### config.mk
export PLATFORM = sky130hd
export DESIGN_NAME = iram_ctrl
export DESIGN_NICKNAME = d
export VERILOG_FILES = /design/src/design/iram_pkg.sv /design/src/design/iram_ctrl.sv
export VERILOG_INCLUDE_DIRS = /design/src /design/src/design
export SDC_FILE = /design/constraint.sdc
export NUM_CORES = 1
export LEC_CHECK = 0
export BUFFER_PORTS_ARGS = -buffer_cell sky130_fd_sc_hd__buf_2
export CORE_ASPECT_RATIO = 1.2
export CORE_MARGIN = 3
export CORE_UTILIZATION = 38
export CTS_CLUSTER_DIAMETER = 80
export DETAILED_ROUTE_END_ITERATION = 6
export HOLD_SLACK_MARGIN = 0.08
export PLACE_DENSITY_LB_ADDON = 0.25
export SLEW_MARGIN = 20
export SYNTH_ARGS = -nofsm -noshare
export SYNTH_HDL_FRONTEND = slang
export SYNTH_SLANG_ARGS = --single-unit
### constraint.sdc
create_clock -name clk -period 7.2 [get_ports clk]
set_input_delay 1.08 -clock clk [delete_from_list [all_inputs] [get_ports clk]]
set_output_delay 1.08 -clock clk [all_outputs]
set_load 0.05 [all_outputs]
### src/design/interval_room_allocator_macros.svh
// assertion helpers used by the allocator controller
`ifndef INTERVAL_ROOM_ALLOCATOR_MACROS_SVH
`define INTERVAL_ROOM_ALLOCATOR_MACROS_SVH

// property checked at every rising clock edge outside reset
`define IRA_ASSERT(lbl, prop) \
  lbl: assert property (@(posedge clk) disable iff (!rst_n) (prop)) \
    else $error("interval_room_allocator: check failed");

// condition in one cycle implies a condition in the next
`define IRA_ASSERT_NEXT(lbl, ante, cons) \
  lbl: assert property (@(posedge clk) disable iff (!rst_n) (ante) |=> (cons)) \
    else $error("interval_room_allocator: sequence check failed");

`endif

### src/design/iram_pkg.sv
package iram_pkg;

  // fixed field widths and the default room count
  localparam int unsigned TIME_W    = 32;
  localparam int unsigned TAG_W     = 16;
  localparam int unsigned OUT_W     = 11;
  localparam int unsigned ROOMS_DEF = 1024;

  // controller states
  typedef enum logic [2:0] {
    ST_IDLE,
    ST_ROOT,
    ST_DOWN,
    ST_UP,
    ST_PLACE,
    ST_DONE
  } state_t;

  // one finished result
  typedef struct packed {
    logic [TAG_W-1:0] tag;
    logic [OUT_W-1:0] room;
    logic [OUT_W-1:0] in_use;
    logic             full;
  } res_t;

endpackage

### src/design/iram_ctrl.sv
`include "interval_room_allocator_macros.svh"

module iram_ctrl import iram_pkg::*; #(
  parameter int unsigned ROOMS = ROOMS_DEF,
  parameter int unsigned AW    = 10,
  parameter int unsigned CW    = 11
) (
  input  logic                clk,
  input  logic                rst_n,
  // request side
  input  logic                in_valid,
  output logic                in_ready,
  input  logic [TIME_W-1:0]   in_arrival_time,
  input  logic [TIME_W-1:0]   in_departure_time,
  input  logic [TAG_W-1:0]    in_request_tag,
  // result side
  output logic                res_valid,
  input  logic                res_ready,
  output res_t                res,
  // heap memory
  output logic                mem_we,
  output logic [AW-1:0]       mem_waddr,
  output logic [TIME_W+CW-1:0] mem_wdata,
  output logic [AW-1:0]       mem_raddr_a,
  output logic [AW-1:0]       mem_raddr_b,
  input  logic [TIME_W+CW-1:0] mem_rdata_a,
  input  logic [TIME_W+CW-1:0] mem_rdata_b
);

  // child indexes reach twice the heap size
  localparam int unsigned IW = CW + 1;

  state_t            state_r, state_nxt;
  logic [TIME_W-1:0] arr_r, arr_nxt;
  logic [TIME_W-1:0] dep_r, dep_nxt;
  logic [CW-1:0]     elem_room_r, elem_room_nxt;
  logic [TAG_W-1:0]  tag_r, tag_nxt;
  logic [AW-1:0]     idx_r, idx_nxt;
  logic [IW-1:0]     lchild_r, lchild_nxt;
  logic [CW-1:0]     count_r, count_nxt;
  logic [CW-1:0]     room_r, room_nxt;
  logic              full_r, full_nxt;

  logic [TIME_W-1:0] dep_a, dep_b, best_dep;
  logic [CW-1:0]     room_a, room_b, best_room;
  logic [IW-1:0]     rchild, best_idx, next_l, next_r, count_ext;
  logic              take_r, best_lt_elem, elem_lt_par;
  logic [AW-1:0]     par_idx, gpar_idx;

  // read data split into key fields
  assign dep_a  = mem_rdata_a[TIME_W+CW-1 -: TIME_W];
  assign room_a = mem_rdata_a[CW-1:0];
  assign dep_b  = mem_rdata_b[TIME_W+CW-1 -: TIME_W];
  assign room_b = mem_rdata_b[CW-1:0];

  // sift-down child selection
  assign count_ext = IW'(count_r);
  assign rchild    = lchild_r + IW'(1);
  assign take_r    = (rchild < count_ext) &&
                     ((dep_b < dep_a) || ((dep_b == dep_a) && (room_b < room_a)));
  assign best_dep  = take_r ? dep_b : dep_a;
  assign best_room = take_r ? room_b : room_a;
  assign best_idx  = take_r ? rchild : lchild_r;
  assign best_lt_elem = (best_dep < dep_r) ||
                        ((best_dep == dep_r) && (best_room < elem_room_r));
  assign next_l    = (best_idx << 1) + IW'(1);
  assign next_r    = next_l + IW'(1);

  // sift-up parent compare
  assign par_idx     = (idx_r - AW'(1)) >> 1;
  assign gpar_idx    = (par_idx - AW'(1)) >> 1;
  assign elem_lt_par = (dep_r < dep_a) || ((dep_r == dep_a) && (elem_room_r < room_a));

  // state and working registers
  always_ff @(posedge clk) begin
    if (!rst_n) begin
      state_r <= ST_IDLE;
      count_r <= '0;
    end else begin
      state_r <= state_nxt;
      count_r <= count_nxt;
    end
  end

  always_ff @(posedge clk) begin
    arr_r       <= arr_nxt;
    dep_r       <= dep_nxt;
    elem_room_r <= elem_room_nxt;
    tag_r       <= tag_nxt;
    idx_r       <= idx_nxt;
    lchild_r    <= lchild_nxt;
    room_r      <= room_nxt;
    full_r      <= full_nxt;
  end

  // next state, memory requests
  always_comb begin
    state_nxt     = state_r;
    arr_nxt       = arr_r;
    dep_nxt       = dep_r;
    elem_room_nxt = elem_room_r;
    tag_nxt       = tag_r;
    idx_nxt       = idx_r;
    lchild_nxt    = lchild_r;
    count_nxt     = count_r;
    room_nxt      = room_r;
    full_nxt      = full_r;
    in_ready      = 1'b0;
    res_valid     = 1'b0;
    mem_we        = 1'b0;
    mem_waddr     = idx_r;
    mem_wdata     = {dep_r, elem_room_r};
    mem_raddr_a   = '0;
    mem_raddr_b   = '0;
    case (state_r)
      ST_IDLE: begin
        in_ready = 1'b1;
        if (in_valid) begin
          arr_nxt = in_arrival_time;
          dep_nxt = in_departure_time;
          tag_nxt = in_request_tag;
          // root read goes out now
          mem_raddr_a = '0;
          if (count_r != '0) begin
            state_nxt = ST_ROOT;
          end else begin
            // empty heap: first room at the root
            elem_room_nxt = CW'(1);
            room_nxt      = CW'(1);
            full_nxt      = 1'b0;
            idx_nxt       = '0;
            count_nxt     = CW'(1);
            state_nxt     = ST_PLACE;
          end
        end
      end
      ST_ROOT: begin
        if (dep_a < arr_r) begin
          // reuse the earliest freed room, then sift down
          room_nxt      = room_a;
          elem_room_nxt = room_a;
          full_nxt      = 1'b0;
          idx_nxt       = '0;
          lchild_nxt    = IW'(1);
          if (count_ext > IW'(1)) begin
            mem_raddr_a = AW'(1);
            mem_raddr_b = AW'(2);
            state_nxt   = ST_DOWN;
          end else begin
            state_nxt = ST_PLACE;
          end
        end else if (count_r < CW'(ROOMS)) begin
          // open a new room at the end, then sift up
          room_nxt      = count_r + CW'(1);
          elem_room_nxt = count_r + CW'(1);
          full_nxt      = 1'b0;
          idx_nxt       = count_r[AW-1:0];
          count_nxt     = count_r + CW'(1);
          mem_raddr_a   = (count_r[AW-1:0] - AW'(1)) >> 1;
          state_nxt     = ST_UP;
        end else begin
          // all rooms taken, heap untouched
          room_nxt  = '0;
          full_nxt  = 1'b1;
          state_nxt = ST_DONE;
        end
      end
      ST_DOWN: begin
        if (best_lt_elem) begin
          // smaller child moves up into the hole
          mem_we     = 1'b1;
          mem_wdata  = {best_dep, best_room};
          idx_nxt    = best_idx[AW-1:0];
          lchild_nxt = next_l;
          if (next_l < count_ext) begin
            mem_raddr_a = next_l[AW-1:0];
            mem_raddr_b = next_r[AW-1:0];
          end else begin
            state_nxt = ST_PLACE;
          end
        end else begin
          state_nxt = ST_PLACE;
        end
      end
      ST_UP: begin
        if (elem_lt_par) begin
          // parent moves down into the hole
          mem_we    = 1'b1;
          mem_wdata = mem_rdata_a;
          idx_nxt   = par_idx;
          if (par_idx != '0) begin
            mem_raddr_a = gpar_idx;
          end else begin
            state_nxt = ST_PLACE;
          end
        end else begin
          state_nxt = ST_PLACE;
        end
      end
      ST_PLACE: begin
        // moving entry lands in the hole
        mem_we    = 1'b1;
        state_nxt = ST_DONE;
      end
      ST_DONE: begin
        res_valid = 1'b1;
        if (res_ready) begin
          state_nxt = ST_IDLE;
        end
      end
      default: begin
        state_nxt = ST_IDLE;
      end
    endcase
  end

  // result fields, masked to the port widths
  assign res.tag    = tag_r;
  assign res.room   = OUT_W'(room_r);
  assign res.in_use = OUT_W'(count_r);
  assign res.full   = full_r;

  `IRA_ASSERT(a_count_range, count_r <= CW'(ROOMS))
  `IRA_ASSERT(a_full_needs_full_heap, (res_valid && full_r) |-> (count_r == CW'(ROOMS)))
  `IRA_ASSERT(a_room_zero_iff_full, res_valid |-> ((room_r == '0) == full_r))
  `IRA_ASSERT_NEXT(a_accept_starts_work, in_valid && in_ready,
                   state_r == ST_ROOT || state_r == ST_PLACE)

endmodule

* After elaboration in Yosys (flattened, before gate mapping)
Cells that the tools add are included.
** Storage, ports and cells
- Register bits after elaboration :: 139
- Output and inout bits :: 115
** Cells by class
- Add/subtract/negate cells :: 7
- $lt $le $gt $ge :: 11
- Equality and inequality tests :: 19
- Muxes and demuxes :: 60
- Reductions and logical operators :: 20
** Operator list (count)
- 32-bit less-than comparator :: 4
- 10-bit two-way mux :: 11
- 11-bit two-way mux :: 9
- 32-bit == test :: 3
- 43-bit two-way mux :: 2
- 43-bit case mux with 2 select lines :: 1
- 11-bit case mux with 2 select lines :: 3
- 10-bit case mux with 4 select lines :: 1
- 11-bit less-than comparator :: 3
- 32-bit two-way mux :: 1
- 3-bit two-way mux :: 10
- 10-bit case mux with 3 select lines :: 1
- 9-bit two-way mux :: 3
- 12-bit by 1-bit adder with 12-bit output (second input constant) :: 2
- 12-bit by 11-bit less-than comparator with 1-bit output :: 2
- 12-bit two-way mux :: 2
- 12-bit case mux with 2 select lines :: 1
- 10-bit case mux with 2 select lines :: 1
- 10-bit by 1-bit subtractor with 10-bit output (second input constant) :: 2
- 3-bit case mux with 6 select lines :: 1
- 2-bit inequality test (second input constant) :: 8
- 11-bit by 1-bit adder with 11-bit output (second input constant) :: 1
- 11-bit by 1-bit > comparator with 1-bit output (second input constant) :: 1
- 11-bit less-than comparator (second input constant) :: 1
- other kinds (22) :: 43

* Logic depth before layout (Yosys ltp)
Gate-level depths: netlist of run 1.
- Word-level depth :: 10
- Mapped depth :: 28
- Gate-level depth less buffers :: 25

* Least setup slack after synthesis of run 1
Ideal clock, no wire load.
- Path type :: input to output
- Start :: input mem_rdata_a[25]
- End :: output mem_raddr_b[2]
- Arrival time :: 6640 ps
- Data required time :: 6120 ps
- Setup slack :: -520 ps
- Cell stages on the path :: 24
- Path buffers :: 4
- Cells stage by stage :: inv_1 -> ha_1 -> nand4_1 -> nor4_2 -> a21boi_1 -> o31ai_1 -> nor3b_2 -> or2_1 -> buf_2 -> buf_2 -> buf_2 -> nand2_1 -> o21ai_0 -> ha_1 -> nand4_1 -> or2_1 -> or4_4 -> a2111oi_2 -> o41a_2 -> o311ai_2 -> a31oi_4 -> nand4_2 -> buf_2 -> nor3_1
** Between the ends
- Word-level cells in the longest chain between the ends :: 10
- Elaborated cells on any way between the ends :: 19
** Ends and longest elaborated chain
- start, declared :: RTL line iram_ctrl.sv:26 : input logic [TIME_W+CW-1:0] mem_rdata_a,
- branches (longest 8 deep; another with 32-bit less-than comparator)
- 10-bit two-way mux (*) :: RTL line iram_ctrl.sv:169 : if (best_lt_elem) begin
- 10-bit case mux with 2 select lines (*) :: RTL line iram_ctrl.sv:115 : case (state_r)
- end, declared :: RTL line iram_ctrl.sv:25 : output logic [AW-1:0] mem_raddr_b,
Mark *: on every way between the ends.

* Worst setup path in the final report of run 1
- Start :: input mem_rdata_a[41]
- End :: output mem_wdata[26]
** Between the ends
- Word-level cells in the longest chain between the ends :: 10
- Elaborated cells on any way between the ends :: 19
** Ends and longest elaborated chain
- branches (longest 9 deep; another with 32-bit less-than comparator)
- 43-bit case mux with 2 select lines (*) :: RTL line iram_ctrl.sv:115
- end, declared :: RTL line iram_ctrl.sv:23 : output logic [TIME_W+CW-1:0] mem_wdata,
Marks and branches as above.

==> impl_results.md, run 1 <==
* Clock root buffer: clkbuf_16
* CTS tree: built
* Worst VDD drop at 0.3168 mV
* Post-Synthesis Cells at 1314
* Clock Skews at 0.01880 ns
* Leak pwr at 0.008155 uW
* Leading cell type in the layout, fill and taps excluded: buf_2
* Die width at 167.4 microns
* Worst hold slack at 0.6155 ns
* Slew headroom at 24.60%
* Hold-fix buffers, CTS at 0
* Dpl cells at 2124
* Failing checks: negative setup slack
* Final setup fails at 53
* Clock period minus worst slack at 7.341 ns
* R2R setup slack at 1.19 ns
* H-tree depth at 4
* Maximum net fanout on the critical path at 12
* Net count, final at 2162
* Syn Std Cell Area at 11880 sq um
* Arrival time at the worst endpoint at 6.26 ns
* EDFF count, synth at 124
* Fillers at 2678
* Clk buf depth at 2
* Total Wirelength at 44560 microns
* Ports at 285
* Hold depth at 2
* Initial antenna violation count at 3
* Max Clk Rate at 136.2 MHz
* Worst setup margin at -0.1414 ns
* Pwr/cell area at 280.6 nW/um^2
* WP data required at 6.12 ns
* CP peak stage delay at 0.54 ns
* Starting density of the core at 38.76%
* Most frequent cells in the layout: buf_2 (225), buf_4 (215), ha_1 (167)
* Yosys warning count at 0
* Hold Vio Cnt, Final at 0
* Synth Net Count at 1668
* Post-DP HPWL at 33650 microns
* GP Congestion at 0.9489
* Vias in the first global route at 12.17k
* Largest net degree at the start of global routing at 64
* WHS Endpoint: count_r[3]$_SDFFE_PN0P_
* Actual slew at the worst max-slew pin at 1.130 ns
* Ys flop type: edfxtp_1
* R2R cell count at 30
* Drt wl/cell at 20.07 microns
* Sequential share of the synthesized area at 33.69%
* Hold Path Origin: count_r[3]$_SDFFE_PN0P_
* Unrepaired setup endpoints after global routing: yes
* Post-place setup slack at -0.6454 ns
* Routed vias at 12.21k
* Non-Filler Instances at 2220
* Area occupied by multi-input gates at 7784 sq um
* Residual DRC at 0
* Max Cap Violations at 0
* Worst reg2reg startpoint: lchild_r[2]$_SDFFCE_PN0P_
* Synth cell types at 75
* Critical path's slowest cell: or4_4
* Area delta synth->final at 48.17%
* Clock Latency Late Sink at 0.44 ns
* Seq. cell area at 4004 sq um
* Core area at 30650 sq um
* Crit. End Element: primary output
* Die Area at 33440 sq um
* Routed vias/inst at 5.499
* Reg2Reg Capture Point: state_r[2]$_SDFFE_PN0P_
* Max-slew violations at 0
* Layout cells sized above 1 at 37.67%
* First-pass GRT wire length at 66030 microns
* Die height at 199.7 microns
* Final antenna-violating net count at 0
* Site Rows at 70
* 1st-iter DRT viols at 937
* CTS clk-pin slew, worst paths at 0.06 ns
* Synthesized area per cell at 9.043 sq um
* CP startpoint kind: primary input
* Hold crit path type: reg2reg
* Flop and latch count out of synthesis at 138
* GRT Overall Usage at 25.20%
* Number of buffers created by CTS at 17
* Final Cycle Share at 102.0%
* DRT Pass-1 Iters at 5
* IO Port Bufs at 283
* CTS sink count at 138
* Status: complete, but fails checks
* Grt total ovfl at 0
* Synth async-reset ratio at 0%
* Crit Path Class: in2out
[report_power, final]
part | leakage, uW | internal (uW) | switching [uW] | total (uW)
sequential | 0.00130 | 1150 | 161 | 1310
combinational | 0.00655 | 1020 | 1680 | 2690
clock | 0.000311 | 568 | 373 | 942
total | 0.00816 | 2730 | 2210 | 4940
[worst max-delay path by stage]
| stage | from | to | slack [ns] |
|---|---|---|---|
| after global placement | mem_rdata_a[26] | mem_wdata[6] | -0.50 |
| after CTS | lchild_r[2]$_SDFFCE_PN0P_ | mem_wdata[13] | -0.06 |
| final | mem_rdata_a[41] | mem_wdata[26] | -0.14 |
| after detailed placement | mem_rdata_a[26] | mem_wdata[3] | -0.65 |
| after floorplan | mem_rdata_a[25] | mem_raddr_a[1] | -0.24 |
| after global routing | mem_rdata_a[41] | mem_wdata[22] | -0.41 |
[layout make-up]
class	count	share of cell area (%)
Timing Repair Buffer	531	23.29
Inverter	158	3.383
Multi-Input combinational cell	962	44.21
Antenna cell	3	0.04264
Clock buffer	25	3.120
Sequential cell	138	22.74
Clock inverter	7	0.4051
Tap cell	396	2.814
[worst max-delay path: cells and delay by family]
kind / cells / cell delay, ns
simple gates: 9 / 1.90
buf+inv: 10 / 1.43
compound gates: 6 / 1.35
fa+ha+maj: 2 / 0.48
[cell usage after synthesis (all sizes together) (5+ instances only)]
| master | number | area share [%] |
|---|---|---|
| a2111oi | 5 | 0.42 |
| a211oi | 16 | 1.0 |
| a21boi | 6 | 0.38 |
| a21o | 34 | 2.1 |
| a21oi | 55 | 2.3 |
| a221o | 44 | 3.7 |
| a221oi | 5 | 0.37 |
| a22o | 9 | 0.66 |
| a22oi | 6 | 0.38 |
| a31oi | 5 | 0.39 |
| and2 | 9 | 0.47 |
| and3 | 6 | 0.32 |
| buf | 24 | 1.1 |
| clkbuf | 32 | 1.0 |
| dfxtp | 14 | 2.4 |
| edfxtp | 124 | 31 |
| ha | 184 | 19 |
| inv | 157 | 5.0 |
| mux2i | 14 | 1.2 |
| nand2 | 107 | 3.4 |
| nand2b | 5 | 0.26 |
| nand3 | 33 | 1.4 |
| nand4 | 34 | 1.8 |
| nor2 | 119 | 3.8 |
| nor2b | 19 | 1.0 |
| nor3 | 22 | 0.97 |
| nor4 | 12 | 0.68 |
| o211ai | 6 | 0.38 |
| o21a | 15 | 0.95 |
| o21ai | 84 | 3.5 |
| o221ai | 10 | 0.74 |
| o31ai | 5 | 0.32 |
| or3 | 7 | 0.37 |
| xnor2 | 32 | 2.4 |
| xor2 | 18 | 1.3 |
[metrics by stage]
stage	util [%]	area [sq um]	setup TNS [ns]	power (uW)
floorplan	-	11930	-3.132	2901
global placement	49.48	15170	-27.51	3625
detailed placement	49.48	15170	-36.01	3647
CTS	54.22	16620	-0.7503	4734
global route	57.43	17600	-20.25	5195
finish	57.44	17610	-3.830	4941
[logic make-up (layout without fill, tap and decap cells)]
family,Yosys count,after routing,synth area share [%]
AND/OR/NAND/NOR,391,391,15.77
AO/OA/AOI/OAI,320,320,18.90
buffers and inverters,214,721,7.076
adder cells (fa/ha/maj),184,184,19.37
flip-flops,138,138,33.69
XOR/XNOR,50,50,3.749
multiplexers,16,16,1.400
other,1,4,0.03156
[sequential cells by signal (all words and copies together), names as in the netlist]
name / count
mem_waddr: 10
elem_room_r: 11
full_r: 1
tag_r: 16
room_r: 11
arr_r: 32
count_r: 11
state_r: 3
dep_r: 32
lchild_r: 11
[repair_timing]
action	4_1_cts	5_1_grt
setup endpoints to repair	63	63
cloned	7	7
setup buffers	18	30
gates resized for setup	132	157
pin swaps	30	44
[layer usage]
metal	GRT usage, %	share of wire, %	wire [microns]
met4	8.457	3.0	1347
met1	29.41	39	17390
met5	0	0.043	19
met3	3.720	5.7	2534
met2	47.36	52	23260
(Power assumes the default switching activity.)
==> inputs of run 2 (changes only) <==
--- a/config.mk
+++ b/config.mk
@@ -13,7 +13,7 @@
 export CTS_CLUSTER_DIAMETER = 80
 export DETAILED_ROUTE_END_ITERATION = 6
 export HOLD_SLACK_MARGIN = 0.08
-export PLACE_DENSITY_LB_ADDON = 0.25
+export PLACE_DENSITY_LB_ADDON = 0.15
 export SLEW_MARGIN = 20
 export SYNTH_ARGS = -nofsm -noshare
 export SYNTH_HDL_FRONTEND = slang
==> run 2 against run 1 <==
Against the previous run:
- the flow still finishes with violations (negative setup slack)
- setup slack gained 0.0040 ns
- routed wire length shrank 1.8%
- largest power group unchanged
- global-route usage shrank 0.70 points
- non-clock buffer count shrank 16
- register-to-register slack gained 0.18 ns
- clock skew shrank 0.0038 ns
- hold slack lost 0.032 ns
- count of clock-buffer cells in the layout shrank 7
- die area is the same
- sequential share of layout area grew 0.17 points
- critical path depth shrank 1
- final cell count shrank 0.77%
- critical path type unchanged
==> impl_results.md, run 2 (synthesis gave the netlist of run 1 again) <==
* Status: complete, but fails checks (unchanged)
* Failing checks: negative setup slack (unchanged)
* Most frequent CP cell: buf_6
* Final antenna-violating net count at 0 (unchanged)
* CTS tree: built (unchanged)
* Core area at 30650 sq um (unchanged)
* M1 WL at 17340 microns (was 17390 microns)
* First-pass GRT wire length at 64070 microns (was 66030 microns)
* Clock root buffer: clkbuf_16 (unchanged)
* Post-place setup slack at -0.3894 ns (was -0.6454 ns)
* Clk buf depth at 2 (unchanged)
* Pwr/cell area at 282.3 nW/um^2 (was 280.6 nW/um^2)
* WP data required at 6.12 ns (about the same)
* Hold Vio Cnt, Final at 0 (unchanged)
* Crit. End Element: primary output (unchanged)
* Post-DP HPWL at 33500 microns (was 33650 microns)
* GRT Overall Usage at 24.50% (was 25.20%)
* Max Used Layer: met4 (was met5)
* IO Port Bufs at 283 (unchanged)
* Clock Skews at 0.01496 ns (was 0.01880 ns)
* Leading cell type in the layout, fill and taps excluded: buf_2 (unchanged)
* Max Clk Rate at 136.3 MHz (was 136.2 MHz)
* Unrepaired setup endpoints after global routing: yes (unchanged)
* Leak pwr at 0.008070 uW (was 0.008155 uW)
* CP startpoint kind: primary input (unchanged)
* Worst VDD drop at 0.2936 mV (was 0.3168 mV)
* Met3 WL post-DR at 2366 microns (was 2534 microns)
* Worst setup margin at -0.1373 ns (was -0.1414 ns)
* Critical path's slowest cell: nor4_4 (was or4_4)
* Starting density of the core at 38.76% (unchanged)
* Grt total ovfl at 0 (unchanged)
* 1st-iter DRT viols at 729 (was 937)
* Residual DRC at 0 (unchanged)
* Crit Path Class: in2out (unchanged)
* Drt wl/cell at 19.87 microns (was 20.07 microns)
* Max-slew violations at 0 (unchanged)
* Die width at 167.4 microns (unchanged)
* Largest registers: arr_r (32), dep_r (32), tag_r (16) (unchanged)
* Clock period minus worst slack at 7.337 ns (was 7.341 ns)
* Net count, final at 2147 (was 2162)
* Maximum net fanout on the critical path at 8 (was 12)
* Clock Latency Late Sink at 0.44 ns (about the same)
* CTS clk-pin slew, worst paths at 0.06 ns (about the same)
* CP peak stage delay at 0.37 ns (was 0.54 ns)
* Routed met2 length at 22440 microns (was 23260 microns)
* Hold crit path type: reg2reg (unchanged)
* Routed vias/inst at 5.447 (was 5.499)
* Number of buffers created by CTS at 17 (unchanged)
* Max Cap Violations at 0 (unchanged)
* Largest net degree at the start of global routing at 59 (was 64)
* Most frequent cells in the layout: buf_2 (220), buf_4 (196), ha_1 (171) (was buf_2 (225), buf_4 (215), ha_1 (167))
* Hold Path Origin: count_r[3]$_SDFFE_PN0P_ (unchanged)
* Final setup fails at 59 (was 53)
* CTS sink count at 138 (unchanged)
* Total Wirelength at 43780 microns (was 44560 microns)
* Site Rows at 70 (unchanged)
* Die Area at 33440 sq um (unchanged)
* Worst reg2reg startpoint: lchild_r[2]$_SDFFCE_PN0P_ (unchanged)
* Arrival time at the worst endpoint at 6.26 ns (about the same)
* Routed vias at 12.00k (was 12.21k)
* Vias in the first global route at 11.76k (was 12.17k)
* Initial antenna violation count at 1 (was 3)
* Worst Setup SP: mem_rdata_a[21] (was mem_rdata_a[41])
* Layout cells sized above 1 at 36.66% (was 37.67%)
* GP Congestion at 0.9559 (was 0.9489)
* Die height at 199.7 microns (unchanged)
* Ports at 285 (unchanged)
* Actual slew at the worst max-slew pin at 1.125 ns (was 1.130 ns)
* Slew headroom at 24.50% (was 24.60%)
* DRT Pass-1 Iters at 5 (unchanged)
* H-tree depth at 4 (unchanged)
* Final Cycle Share at 101.9% (was 102.0%)
* Area delta synth->final at 47.05% (was 48.17%)
* Final core utilization at 57.00% (was 57.44%)
-- run 2: final timing paths --
kind                                                   to  slack (ns)  cells after the start
worst max-delay path                        mem_wdata[34]       -0.14                     26
worst min-delay path              count_r[3]$_SDFFE_PN0P_        0.58                      2
worst max register to register  lchild_r[1]$_SDFFCE_PN0P_        1.37                     27
worst min register to register    count_r[3]$_SDFFE_PN0P_        0.58                      2
-- run 2: layout make-up --
cell class	count	area (sq um)
antenna	1	2.502
clock buffer	18	429.2
clock inverter	14	146.4
fill	2738	13180
inverter	158	593.1
multi-input combinational	963	7786
sequential	138	4004
tap	396	495.5
timing repair buffer	515	4016
-- run 2: metrics by stage --
stage          hold WS, ns  power (uW)  setup TNS, ns  area [sq um]  std cells
5_1_grt             0.6245        5202         -17.94         17470       2203
2_1_floorplan       0.6513        2901         -3.132         11930       1314
3_3_place_gp        0.5771        3671         -18.03         15360       2127
3_5_place_dp        0.5656        3694         -19.50         15360       2127
4_1_cts             0.5856        4693       -0.01350         16400       2174
6_report            0.5830        4932         -4.237         17470       2203
-- run 2: power by group --
group / leakage (uW) / switching [uW] / internal, uW
sequential: 0.00130 / 134 / 1150
combinational: 0.00651 / 1710 / 1040
clock: 0.000267 / 390 / 511
-- run 2: timing repair --
item / in CTS / in global routing
setup endpoints to repair: 63 / 63
hold buffers: 0 / 0
gates cloned: 3 / 6
setup buffers: 13 / 24
endpoints found under the hold margin: 0 / 0
pin swaps: 31 / 35
resized for setup: 97 / 197
-- run 2: layer usage --
metal  vias up  global-route usage, %
li1       5774                      -
met1      5682                  29.00
met2       446                  45.32
met3        97                  3.403
met4         0                  9.063
met5         -                      0
-- run 2: critical path: cells and delay by family --
kind / cells / cell delay, ns
compound gates: 10 / 2.24
buf+inv: 9 / 1.18
simple gates: 5 / 1.13
fa+ha+maj: 2 / 0.61
